[src/design/ttb_pkg.sv]
`default_nettype none

package ttb_pkg;

   localparam int COMP_W = 16;
   localparam int POS_W = 3 * COMP_W;
   localparam int UV_W = 2 * COMP_W;
   localparam int D_W = COMP_W + 1;
   localparam int P_W = 2 * D_W;
   localparam int R_W = P_W + 1;
   localparam int LEN_W = $clog2(R_W + 1);
   localparam int NORM_W = 31;
   localparam int SQ_W = 2 * NORM_W;
   localparam int SUM_W = 64;
   localparam int ROOT_W = 32;
   localparam int FRAC_W = COMP_W - 2;
   localparam int Q_W = COMP_W - 1;
   localparam int NUM_W = NORM_W + FRAC_W + 1;
   localparam int FRONT_STAGES = 8;
   localparam int SQRT_STEPS = 32;
   localparam int DIV_STAGES = Q_W + 1;

   typedef struct packed {
      logic                                valid;
      logic                                degen;
      logic [1:0][2:0]                     neg;
      logic [1:0][2:0][NORM_W-1:0]         comp;
      logic [1:0][SUM_W-1:0]               sum;
   } front_type;

   typedef struct packed {
      logic                                valid;
      logic                                degen;
      logic [1:0][2:0]                     neg;
      logic [1:0][2:0][NORM_W-1:0]         comp;
   } root_side_type;

   typedef struct packed {
      logic                                valid;
      logic                                degen;
      logic [1:0][2:0]                     neg;
   } div_side_type;

   typedef struct packed {
      logic [POS_W-1:0]                    tangent;
      logic [POS_W-1:0]                    binormal;
      logic                                degenerate;
   } result_type;

   function automatic logic signed [D_W-1:0] comp_diff(input logic [COMP_W-1:0] a,
                                                       input logic [COMP_W-1:0] b);
      return D_W'($signed(a)) - D_W'($signed(b));
   endfunction

   function automatic logic [LEN_W-1:0] bit_len(input logic [R_W-1:0] x);
      logic [LEN_W-1:0] n;
      n = '0;
      for (int i = 0; i < R_W; i++) begin
         if (x[i]) begin
            n = LEN_W'(i + 1);
         end
      end
      return n;
   endfunction

endpackage

`default_nettype wire

[src/design/ttb_div.sv]
`default_nettype none

module ttb_div (
   input  logic                        clock,
   input  logic                        enable,
   input  logic [ttb_pkg::NORM_W-1:0]  comp,
   input  logic [ttb_pkg::ROOT_W-1:0]  root,
   output logic [ttb_pkg::Q_W-1:0]     quot
);
   import ttb_pkg::*;

   logic [DIV_STAGES-1:0][ROOT_W-1:0] rem_in, rem_ff, den_in, den_ff;
   logic [DIV_STAGES-1:0][Q_W-1:0]    low_in, low_ff, q_in, q_ff;
   logic [NUM_W-1:0]                  num;

   assign num = (NUM_W'(comp) << FRAC_W) + NUM_W'(root >> 1);
   assign rem_in[0] = ROOT_W'(num >> Q_W);
   assign low_in[0] = num[Q_W-1:0];
   assign den_in[0] = root;
   assign q_in[0] = '0;

   for (genvar g = 1; g < DIV_STAGES; g++) begin : g_step
      logic [ROOT_W:0] trial;
      logic            take;
      assign trial = {rem_ff[g-1], low_ff[g-1][Q_W-1]};
      assign take = (trial >= {1'b0, den_ff[g-1]});
      assign rem_in[g] = take ? ROOT_W'(trial - {1'b0, den_ff[g-1]}) : ROOT_W'(trial);
      assign low_in[g] = low_ff[g-1] << 1;
      assign q_in[g] = {q_ff[g-1][Q_W-2:0], take};
      assign den_in[g] = den_ff[g-1];
   end

   always_ff @(posedge clock) begin
      if (enable) begin
         rem_ff <= rem_in;
         den_ff <= den_in;
         low_ff <= low_in;
         q_ff <= q_in;
      end
   end

   assign quot = q_ff[DIV_STAGES-1];

endmodule

`default_nettype wire

[config.mk]
export PLATFORM = sky130hd
export DESIGN_NAME = ttb_div
export DESIGN_NICKNAME = d
export VERILOG_FILES = /design/src/design/ttb_pkg.sv /design/src/design/ttb_div.sv
export SDC_FILE = /design/constraint.sdc
export NUM_CORES = 2
export LEC_CHECK = 0
export ABC_AREA = 1
export BUFFER_PORTS_ARGS = -buffer_cell sky130_fd_sc_hd__buf_2
export CORE_AREA = 2 2 418 420
export DETAILED_ROUTE_END_ITERATION = 8
export DIE_AREA = 0 0 420 422
export PLACE_DENSITY = 0.59
export SYNTH_ARGS = -nofsm -noshare
export SYNTH_HDL_FRONTEND = slang
export SYNTH_SLANG_ARGS = --single-unit
[constraint.sdc]
create_clock -name clock -period 3.15 [get_ports clock]
set_input_delay 0.4725 -clock clock [delete_from_list [all_inputs] [get_ports clock]]
set_output_delay 0.4725 -clock clock [all_outputs]
set_load 0.02 [all_outputs]
# --- After elaboration in Yosys (flattened, before gate mapping) ---
# Cells that the tools add are included.
word_totals:
  reg_bits: 1199
  input_bits: 65
  out_inout_bits: 15
  elab_cells: 104
classes:
  n_addsub: 15
  magnitude_cmp: 15
  muxes: 14
op_table:
  columns: ["op", "count"]
  rows:
  - ["$ge 33x32->1", 14]
  - ["$mux 32", 14]
  - ["$sub 32x32->32", 14]
  - ["$add 45x31->46", 1]
  - ["$ge 32x32->1", 1]

# --- Depth between registers and ports, before layout ---
depth:
  ltp_word: 2
  depth_mapped: 16
  ltp_nobuf: 15

# --- Worst setup path before layout ---
# No wires, ideal clock.
synth_path:
  kind: "register -> register"
  from: "register den_ff[0] (netlist name)"
  to: "register rem_ff (netlist bit g_step[2].trial[32]), data pin"
  setup_time_ps: 253
  arrival_ps: 1936
  t_required_ps: 2897
  slack_ps: 961
  path_stages_with_launch: 16
  path_buffers: 1
  period_less_slack_ps: 2189
  cell_sequence: "edfxtp_1 > ha_1 > fa_1 > inv_1 > nand2_1 > nand2_1 > nand3_1 > nand2_1 > nand2_1 > nand3_1 > nand2_1 > nand2_4 > inv_2 > buf_6 > nand2_1 > nand2_1"
synth_rtl:
  columns: ["item", "line", "text"]
  rows:
  - ["start: declaration", "ttb_div.sv:12", "logic [DIV_STAGES-1:0][ROOT_W-1:0] rem_in, rem_ff, den_in, den_ff;"]
  - ["start signal: assignment", "ttb_div.sv:36", "den_ff <= den_in;"]
  - ["end signal: assignment", "ttb_div.sv:35", "rem_ff <= rem_in;"]
  - ["end: declaration", "ttb_div.sv:12", null]

==> impl_metrics.yaml <==
run_status:
  outcome: "finished, final reports clean"
cells_and_area:
  post-route-util: 0.497
  layout.nets: 11400
  final_area_um2: 85900
  area_growth_pct: 11.0
  drive_gt1_frac: 0.0491
power_and_ir_drop:
  leakagePower_nw: 45.1
  ir_worst_vdd_v: 0.000518
  power_per_cell_area_nw_per_um2: 975
job:
  drv_cap: 0
detailed_routing:
  drc: 0
  num_vias: 67200
  wl_mm: 268
  routed_via_density: 5.06
  ant_nets: 0
  post_drt_wl_per_cell_um: 20.1
  first_iter_violations: 6222
  dr.pass1.iters: 6
global_route:
  grt.busiest_layer: "met2"
  grt_pass1_wl_mm: 398
  grtUsageTotal: 0.300
  grt_use_met3: 0.0365
  grt_overflow: 0
  grt_max_degree: 78
  met2_usage: 0.475
  antenna_found_initial: 10
  grt_pass1_vias: 63900
  use_met1: 0.417
cts:
  clk_pin_slew_worst_paths_ns: 0.06
  cts_sinks: 1080
  ctsLongestPathBuffers: 3
  cts-root-buf: "clkbuf_16"
  cts_max_level: 4
  cts_setup_buffers: 0
  cts_tree: "done"
  clk_latency_ns: 0.82
  cts_buffers: 134
synthesis:
  synth_ff_type: "edfxtp_1"
  yosysTopAreaCellShare: 0.419
  syn_inst: 10600
  synth_nets: 11200
  yosys-top-cells-area: "edfxtp_1 (42%), nand2_1 (20%), inv_1 (11%)"
  synth_edf_count: 1080
  yosys-top-cells-count: "nand2_1 (4089), inv_1 (2190), edfxtp_1 (1080)"
  ys_seq_elements: 1080
  syn_avg_cell_area_um2: 7.29
  async_flop_share: 0
  synth_area_um2: 77400
  ys_types: 38
  synth_most_common_cell: "nand2_1"
  yosysWarnings: 0
  yosysSeqAreaShare: 0.419
  synth_top_area_cell: "edfxtp_1"
floorplan:
  start_util: 0.448
  die_h_um: 422
  die_w_um: 420
  dieArea_um2: 177000
  rows: 153
  coreArea_um2: 173000
  io_pins: 80
setup_path:
  cpMaxStageDelayCell: "edfxtp_1"
  required_ns: 3.61
  rrSetupSlack_ns: 0.16
  cp.buffers_inverters: 2
  cp_cell_sequence: "inv_1, ha_1, nand2_1, nor2_1, nand3_1, nand3_2, nand2_1, nand2_1, nand2_2, buf_4, nand3_1, nand2_1"
  critPathKind: "reg2reg"
  critical-path-top-delay-family: "simple AND/OR/NAND/NOR gates"
  worst_path_most_repeated_cell: "nand2_1"
  slowest_delay_ns: 0.57
  critPathCaptureType: "register"
  worstPathMaxFanout: 30
  cp.arrival_ns: 3.45
  crit_path_start_kind: "register"
timing:
  setup_violations: 0
  rsz0062_at_grt: "false"
  maxSlewHeadroom: 0.479
  final-hold-violation-count: 0
  period_share: 0.950
  finalCriticalPeriod_ns: 2.99
  max_freq_ghz: 0.334
  worst_pin_slew_ns: 0.776
  final_max_slew_viol_count: 0
  clock_skew_ns: 0.0439
  setup_tns_ns: 0
hold_path:
  min_path_type: "in2reg"
placement:
  port_buffers: 79
  place.gp.congestion: 0.978
  dp_hpwl_mm: 220
  placed_area_um2: 80900
## logic make-up (layout without fill, tap and decap cells)
kind of cell,count (synthesis),count (layout),synth area share
compound gates,390,390,0.0261
other cells,0,6,0
fa+ha+maj,512,512,0.0842
simple gates,6078,6078,0.327
flops,1080,1080,0.419
buf+inv,2334,2683,0.119
xor+xnor,214,214,0.0242
## layout make-up
type	count	area, um2
Clock inverter	88	1150
Antenna cell	6	15.0
Timing Repair Buffer	254	2010
Sequential cell	1080	32400
Fill cell	17200	87000
Tap cell	2325	2910
Inverter	2192	8230
Multi-Input combinational cell	7194	35700
Clock buffer	149	3430
## timing repair
item                                    4_1_cts  5_1_grt
endpoints found under the setup margin       34       32
endpoints found under the hold margin        35        0
gates resized for setup                       2        2
hold buffers                                 35        0
## registers in the layout (all words and copies together), names as in the netlist
signal        count
den_ff          480
g_step.trial    480
q_ff            105
quot             15
## worst reg2reg max path, cell delays in order, from the launching register on
cell and delay [ns]:
edfxtp_1 0.57, inv_1 0.10, ha_1 0.40, nand2_1 0.21, nor2_1 0.20, nand3_1 0.12, nand3_2 0.14, nand2_1 0.09
nand2_1 0.10, nand2_2 0.08, buf_4 0.27, nand3_1 0.14, nand2_1 0.25
## per-layer routing
layer | routed length, um | up-vias
met4 | 10900 | 4
met5 | 27 | -
met1 | 121000 | 31100
met2 | 119000 | 2107
met3 | 16200 | 413
li1 | - | 33600
## final timing paths
| kind | start | end | depth (start not counted) |
|---|---|---|---|
| min reg2reg | q_ff[47] | q_ff[63] | 0 |
| min | comp[28] | g_step[1].trial[28] | 3 |
| max reg2reg | den_ff[226] | g_step[9].trial[6] | 12 |
| max | den_ff[226] | g_step[9].trial[6] | 12 |
## through the flow
stage          power [W]  instances  setup WS, ns  hold WS [ns]
6_report          0.0837      13300         0.157        0.0492
5_1_grt           0.0900      13300        0.0245        0.0405
4_1_cts           0.0834      13300         0.104        0.0123
3_5_place_dp      0.0670      13000        -0.155         0.405
3_3_place_gp      0.0670      13000       -0.0725         0.400
2_1_floorplan     0.0524      10600         0.961         0.400
## layout by cell type (no fill, tap or decap), types with 7 or more instances in the layout
cell,n
a21oi_1,313
and2_1,65
buf_12,16
buf_2,78
buf_4,124
bufinv_16,16
clkbuf_1,14
clkbuf_16,135
clkinv_1,19
clkinv_2,15
clkinv_4,8
clkinvlp_4,11
dlygate4sd3_1,35
edfxtp_1,1080
fa_1,15
ha_1,497
inv_1,2190
nand2_1,4089
nand2_2,26
nand2_4,16
nand3_1,886
nand3_2,27
nand3b_1,109
nand4_1,49
nor2_1,648
nor2_2,17
nor3_1,110
o21ai_0,42
o21ai_1,7
o21bai_1,20
or2_2,12
xnor2_1,24
xor2_1,190
## where the power goes
part | internal, W | leakage [nW] | switching (W)
Sequential | 0.0212 | 10.6 | 0.00320
Clock | 0.00933 | 2.19 | 0.00670
Combinational | 0.0135 | 32.3 | 0.0298
Total | 0.0440 | 45.1 | 0.0397
(Power assumes the default switching activity.)
