$ cat src/design/ttb_pkg.sv
`default_nettype none

package ttb_pkg;

   localparam int COMP_W = 16;
   localparam int POS_W = 3 * COMP_W;
   localparam int UV_W = 2 * COMP_W;
   localparam int D_W = COMP_W + 1;
   localparam int P_W = 2 * D_W;
   localparam int R_W = P_W + 1;
   localparam int LEN_W = $clog2(R_W + 1);
   localparam int NORM_W = 31;
   localparam int SQ_W = 2 * NORM_W;
   localparam int SUM_W = 64;
   localparam int ROOT_W = 32;
   localparam int FRAC_W = COMP_W - 2;
   localparam int Q_W = COMP_W - 1;
   localparam int NUM_W = NORM_W + FRAC_W + 1;
   localparam int FRONT_STAGES = 8;
   localparam int SQRT_STEPS = 32;
   localparam int DIV_STAGES = Q_W + 1;

   typedef struct packed {
      logic                                valid;
      logic                                degen;
      logic [1:0][2:0]                     neg;
      logic [1:0][2:0][NORM_W-1:0]         comp;
      logic [1:0][SUM_W-1:0]               sum;
   } front_type;

   typedef struct packed {
      logic                                valid;
      logic                                degen;
      logic [1:0][2:0]                     neg;
      logic [1:0][2:0][NORM_W-1:0]         comp;
   } root_side_type;

   typedef struct packed {
      logic                                valid;
      logic                                degen;
      logic [1:0][2:0]                     neg;
   } div_side_type;

   typedef struct packed {
      logic [POS_W-1:0]                    tangent;
      logic [POS_W-1:0]                    binormal;
      logic                                degenerate;
   } result_type;

   function automatic logic signed [D_W-1:0] comp_diff(input logic [COMP_W-1:0] a,
                                                       input logic [COMP_W-1:0] b);
      return D_W'($signed(a)) - D_W'($signed(b));
   endfunction

   function automatic logic [LEN_W-1:0] bit_len(input logic [R_W-1:0] x);
      logic [LEN_W-1:0] n;
      n = '0;
      for (int i = 0; i < R_W; i++) begin
         if (x[i]) begin
            n = LEN_W'(i + 1);
         end
      end
      return n;
   endfunction

endpackage

`default_nettype wire

$ cat src/design/ttb_isqrt.sv
`default_nettype none

module ttb_isqrt (
   input  logic                        clock,
   input  logic                        enable,
   input  logic [ttb_pkg::SUM_W-1:0]   radicand,
   output logic [ttb_pkg::ROOT_W-1:0]  root
);
   import ttb_pkg::*;

   logic [SQRT_STEPS-1:0][SUM_W-1:0] n_in, n_ff, r_in, r_ff;

   for (genvar g = 0; g < SQRT_STEPS; g++) begin : g_step
      localparam logic [SUM_W-1:0] STEP_BIT = SUM_W'(1) << (SUM_W - 2 - 2 * g);
      logic [SUM_W-1:0] n_prev, r_prev, trial;
      if (g == 0) begin : g_first
         assign n_prev = radicand;
         assign r_prev = '0;
      end else begin : g_next
         assign n_prev = n_ff[g-1];
         assign r_prev = r_ff[g-1];
      end
      assign trial = r_prev + STEP_BIT;
      assign n_in[g] = (n_prev >= trial) ? n_prev - trial : n_prev;
      assign r_in[g] = (n_prev >= trial) ? (r_prev >> 1) + STEP_BIT : r_prev >> 1;
   end

   always_ff @(posedge clock) begin
      if (enable) begin
         n_ff <= n_in;
         r_ff <= r_in;
      end
   end

   assign root = r_ff[SQRT_STEPS-1][ROOT_W-1:0];

endmodule

`default_nettype wire

$ cat config.mk
export PLATFORM = sky130hd
export DESIGN_NAME = ttb_isqrt
export DESIGN_NICKNAME = d
export VERILOG_FILES = /design/src/design/ttb_pkg.sv /design/src/design/ttb_isqrt.sv
export SDC_FILE = /design/constraint.sdc
export NUM_CORES = 2
export LEC_CHECK = 0
export BUFFER_PORTS_ARGS = -buffer_cell sky130_fd_sc_hd__buf_2
export CAP_MARGIN = 25
export CORE_MARGIN = 1.5
export CORE_UTILIZATION = 50
export CTS_CLUSTER_DIAMETER = 50
export DETAILED_ROUTE_END_ITERATION = 8
export PLACE_DENSITY = 0.76
export SLEW_MARGIN = 20
export SYNTH_ARGS = -nofsm -noshare
export SYNTH_HDL_FRONTEND = slang
export SYNTH_SLANG_ARGS = --single-unit
$ cat constraint.sdc
create_clock -name clock -period 3.85 [get_ports clock]
set_input_delay 0.385 -clock clock [delete_from_list [all_inputs] [get_ports clock]]
set_output_delay 0.385 -clock clock [all_outputs]
set_load 0.02 [all_outputs]
# Word-level counts from Yosys, hierarchy flattened
# Index checks and enable logic that the tools add are counted.
# word_totals
mem_bits_ro,0
ff_bits,4000
memories,0
in_bits,66
output_inout_bits,32
ram_bits,0
latchBits,0
# classes
n_mux,63
magnitude_cmp,32
shift,0
n_eq_ne,0
addsub,93
n_reduce_logical,0
n_div,0
bitwise,0
multipliers,0
# ops
cell,count
64-bit greater-or-equal comparator,31
64-bit two-way mux,31
63-bit two-way mux,31
64-bit subtractor,30
"63-bit by 11-bit adder with 64-bit output, second input constant",1
"63-bit by 13-bit adder with 64-bit output, second input constant",1
"63-bit by 15-bit adder with 64-bit output, second input constant",1
"63-bit by 17-bit adder with 64-bit output, second input constant",1
"63-bit by 19-bit adder with 64-bit output, second input constant",1
"63-bit by 21-bit adder with 64-bit output, second input constant",1
"63-bit by 23-bit adder with 64-bit output, second input constant",1
"63-bit by 25-bit adder with 64-bit output, second input constant",1
"63-bit by 27-bit adder with 64-bit output, second input constant",1
"63-bit by 29-bit adder with 64-bit output, second input constant",1
"63-bit by 3-bit adder with 64-bit output, second input constant",1
"63-bit by 31-bit adder with 64-bit output, second input constant",1
"63-bit by 33-bit adder with 64-bit output, second input constant",1
"63-bit by 35-bit adder with 64-bit output, second input constant",1
"63-bit by 37-bit adder with 64-bit output, second input constant",1
"63-bit by 39-bit adder with 64-bit output, second input constant",1
"63-bit by 41-bit adder with 64-bit output, second input constant",1
"63-bit by 43-bit adder with 64-bit output, second input constant",1
"63-bit by 45-bit adder with 64-bit output, second input constant",1
"63-bit by 47-bit adder with 64-bit output, second input constant",1
45 further kinds,45

# Logic depth before layout (Yosys ltp)
# depth
word_depth,3
ltp_mapped,15
ltp_nobuf,13

# Least setup slack after synthesis
# No wires, ideal clock.
# synth_timing
path_type,reg2reg
startpoint,"register n_ff, in the netlist g_step[30].n_prev[18]"
endpoint,"register n_ff, in the netlist g_step[31].n_prev[41], data pin"
path_slack_ns,0.036
required_time_ns,3.591
path_stages_with_launch,14
path_buffers,2
period_less_slack_ns,3.814
arrival_time_ns,3.555
setup_time_ns,0.259
cell_sequence,edfxtp_1 -> ha_1 -> clkbuf_1 -> nand3_1 -> a211o_1 -> o211a_1 -> o2111ai_1 -> a2111oi_0 -> or4_1 -> a211o_1 -> or3_1 -> clkbuf_1 -> or3_1 -> xnor2_1
# synth_lines
element,line,text
"start, declared",ttb_isqrt.sv:11,"logic [SQRT_STEPS-1:0][SUM_W-1:0] n_in, n_ff, r_in, r_ff;"
"start signal, assigned",ttb_isqrt.sv:30,n_ff <= n_in;

==> impl_metrics.yaml <==
placement:
  port_buffers: 97
  placed_area_um2: 128000
  pre_cts_ws_ns: -0.213
  place_inst: 13100
  gp_congestion: 1.03
  dp_hpwl_mm: 228
finish:
  design_area_um2: 139000
  drive_above_1_share_pct: 12.8
  utilization_pct: 58.4
  final_cells: 13700
  syn_to_final_growth_pct: 16.1
  nets: 11000
outcome:
  status: "finished, violations left"
  failed_checks: "DRC"
worst_hold_path:
  hold_class: "in -> reg"
  min-delay-start: "radicand[52]"
floorplan:
  start_util_pct: 50.3
  die_y_um: 492
  dieArea_um2: 242000
  rows: 179
  io_pins: 98
  dieWidth_um: 492
  core_area_um2: 238000
yosys:
  yosysUniqueCellTypes: 86
  syn_area_um2: 120000
  ys_seq_area_share_pct: 63.0
  synth_area_per_cell_um2: 12.6
  synth.ff_latch_count: 2512
  synth_edf_count: 2512
  ys_async_sr_fraction_pct: 0
  ys.warnings.count: 0
  syn-num-nets: 10100
  yosys-top-cells-count: "edfxtp_1 (2,512), inv_1 (689), nor2_1 (645)"
  synth_top_cell_by_area: "edfxtp_1"
  syn_inst: 9476
  synth_top_area_share_pct: 63.0
  yosysMostFrequentCell: "edfxtp_1"
  synth_area_leaders: "edfxtp_1 (63%), ha_1 (5.8%), xnor2_1 (3.3%), xor2_1 (3.2%), a21oi_1 (2.7%)"
  synth_ff_type: "edfxtp_1"
timing:
  setup_viol: 0
  tns_ns: 0
  whs_ns: 0.175
  tightest_slew_ns: 1.04
  fmax_mhz: 262
  fin_ws_ns: 0.0342
  fin_skew_ns: 0.0701
  relSlewSlack_pct: 30.6
  slew_violations: 0
  finalHoldViolations: 0
  finalCritPeriodShare_pct: 99.1
  period_needed_ns: 3.82
  rsz0062_at_grt: "true"
detailed_routing:
  drt-pass1-iter-count: 9
  wl_per_cell_um: 22.4
  routed_via_density: 5.80
  drc_errors: 13
  postRouteAntennaNets: 0
  drtIter0Drc: 6663
  route.met3.wl_mm: 13.5
  top_layer_used: "met4"
  drt-met1-wl_mm: 104
  wirelength_mm: 308
  vias: 79600
  wl_met2_mm: 167
critical_path:
  critPathKind: "reg -> reg"
  slowest_stage: "or4_1"
  slowest_delay_ns: 0.62
  cpMostUsedCell: "or4_1"
  crit_start: "g_step[26].n_prev[14]$_DFFE_PP_"
  worstPathBufferInverterCount: 1
  path_cells: "ha_1 > nand2_1 > or4_1 > nor4_1 > buf_4 > or4_1 > nor4_1 > and2_1 > or4_1 > nor2_2 > nand2_1 > xnor2_1"
  end_kind: "register"
  crit_arrival_ns: 4.46
  cp.required_ns: 4.50
  crit_family: "simple AND/OR/NAND/NOR gates"
  path_max_fanout: 4
  start_kind: "register"
  rr_startpoint: "g_step[26].n_prev[14]$_DFFE_PP_"
power_and_ir_drop:
  internal_power_mw: 59.6
  p_clk_share_pct: 32.4
  ir_drop_mv: 0.458
  netSwitchingFraction_pct: 29.5
  power.switching_mw: 24.9
  p_leak_nw: 53.3
  total_power_mw: 84.5
  p_comb_share_pct: 23.0
  power_density_nw_per_um2: 608
  p_seq_share_pct: 44.6
job:
  cap_violations: 0
global_route:
  grt_max_degree: 144
  grt_antenna_before_repair: 3
  grt.total_usage_pct: 24.9
  grt_overflow_total: 0
  grt_pass1_vias: 81100
  grt_pass1_wl_mm: 464
clocking:
  clockBufferDepth: 4
  cts_buffers: 289
  htree_num_levels: 5
  tritoncts: "yes"
  cts_sinks: 2512
  clk-insertion-delay-late_ns: 0.95
  root_buffer: "clkbuf_16"
  clk_pin_slew_ns: 0.07
[cell type report]
type	instances	area (µm²)
diodes	4	10.0
inverters	693	2600
fillers	18200	98900
repair buffers	769	6110
well taps	3167	3960
clock buffers	340	7550
flip-flops and latches	2512	75400
clock inverters	156	1820
multi-input cells	6075	41500
[logic make-up after synthesis]
family / synth area share [%]
compound gates: 9.35
xor+xnor: 6.46
fa+ha+maj: 5.83
buf+inv: 2.80
flops: 63.0
mux: 0.763
simple gates: 11.8
[final timing paths]
kind                            cells after the start                               to  slack [ns]
worst min-delay path                                2   g_step[1].n_prev[52]$_DFFE_PP_        0.18
worst max-delay path                               12  g_step[27].n_prev[58]$_DFFE_PP_        0.03
worst max register to register                     12  g_step[27].n_prev[58]$_DFFE_PP_        0.03
worst min register to register                      0   g_step[17].n_prev[6]$_DFFE_PP_        0.42
[placed cells by master, fill, tap and decap left out, types with 45 or more instances in the layout]
cell and n:
a21o_1 234, a21oi_1 633, a31oi_1 47, buf_2 96, buf_4 571, clkbuf_1 45
clkbuf_16 295, dlygate4sd3_1 65, edfxtp_1 2512, ha_1 552, inv_1 689, mux2_2 74
nand2_1 601, nand2b_1 107, nand3_1 141, nand4_1 134, nor2_1 642, nor2b_1 66
nor3_1 248, nor4_1 314, o21a_1 91, o21ai_0 397, o21bai_1 53, or3_1 95
or4_1 65, xnor2_1 451, xor2_1 432
[routing by layer]
metal  vias to the layer above  global-route usage, %
met3                      1025                   3.24
met5                         -                      0
met2                      2899                   48.0
li1                      37200                      -
met4                         0                   16.5
met1                     38500                   24.6
[repair_timing]
| item | CTS | global route |
|---|---|---|
| hold buffers | 65 | 0 |
| setup endpoints to repair | 76 | 232 |
| cloned | 0 | 0 |
| pin swaps | 1 | 19 |
| setup buffers | 1 | 8 |
| endpoints found under the hold margin | 70 | 0 |
| gates resized for setup | 20 | 98 |
[registers in the layout, indices dropped and copies added, names as in the netlist]
name / cells
g_step.r_prev: 496
root: 32
g_step.n_prev: 1984
[power groups by stage]
| stage | sequential, mW | combinational, mW | clock (mW) |
|---|---|---|---|
| floorplan | 36.8 | 12.2 | 0 |
| CTS | 37.6 | 19.0 | 27.7 |
| finish | 37.7 | 19.4 | 27.4 |
| global placement | 38.0 | 18.4 | 0 |
| detailed placement | 38.1 | 18.8 | 0 |
| global route | 37.9 | 21.2 | 28.8 |
[worst register-to-register path, delay by kind of cell (launching register included)]
family / cells / cell delay (ns)
xor+xnor: 1 / 0.14
fa+ha+maj: 1 / 0.37
buf+inv: 1 / 0.23
flops: 1 / 0.44
simple gates: 9 / 2.42
Power figures use the tool's default switching activity.
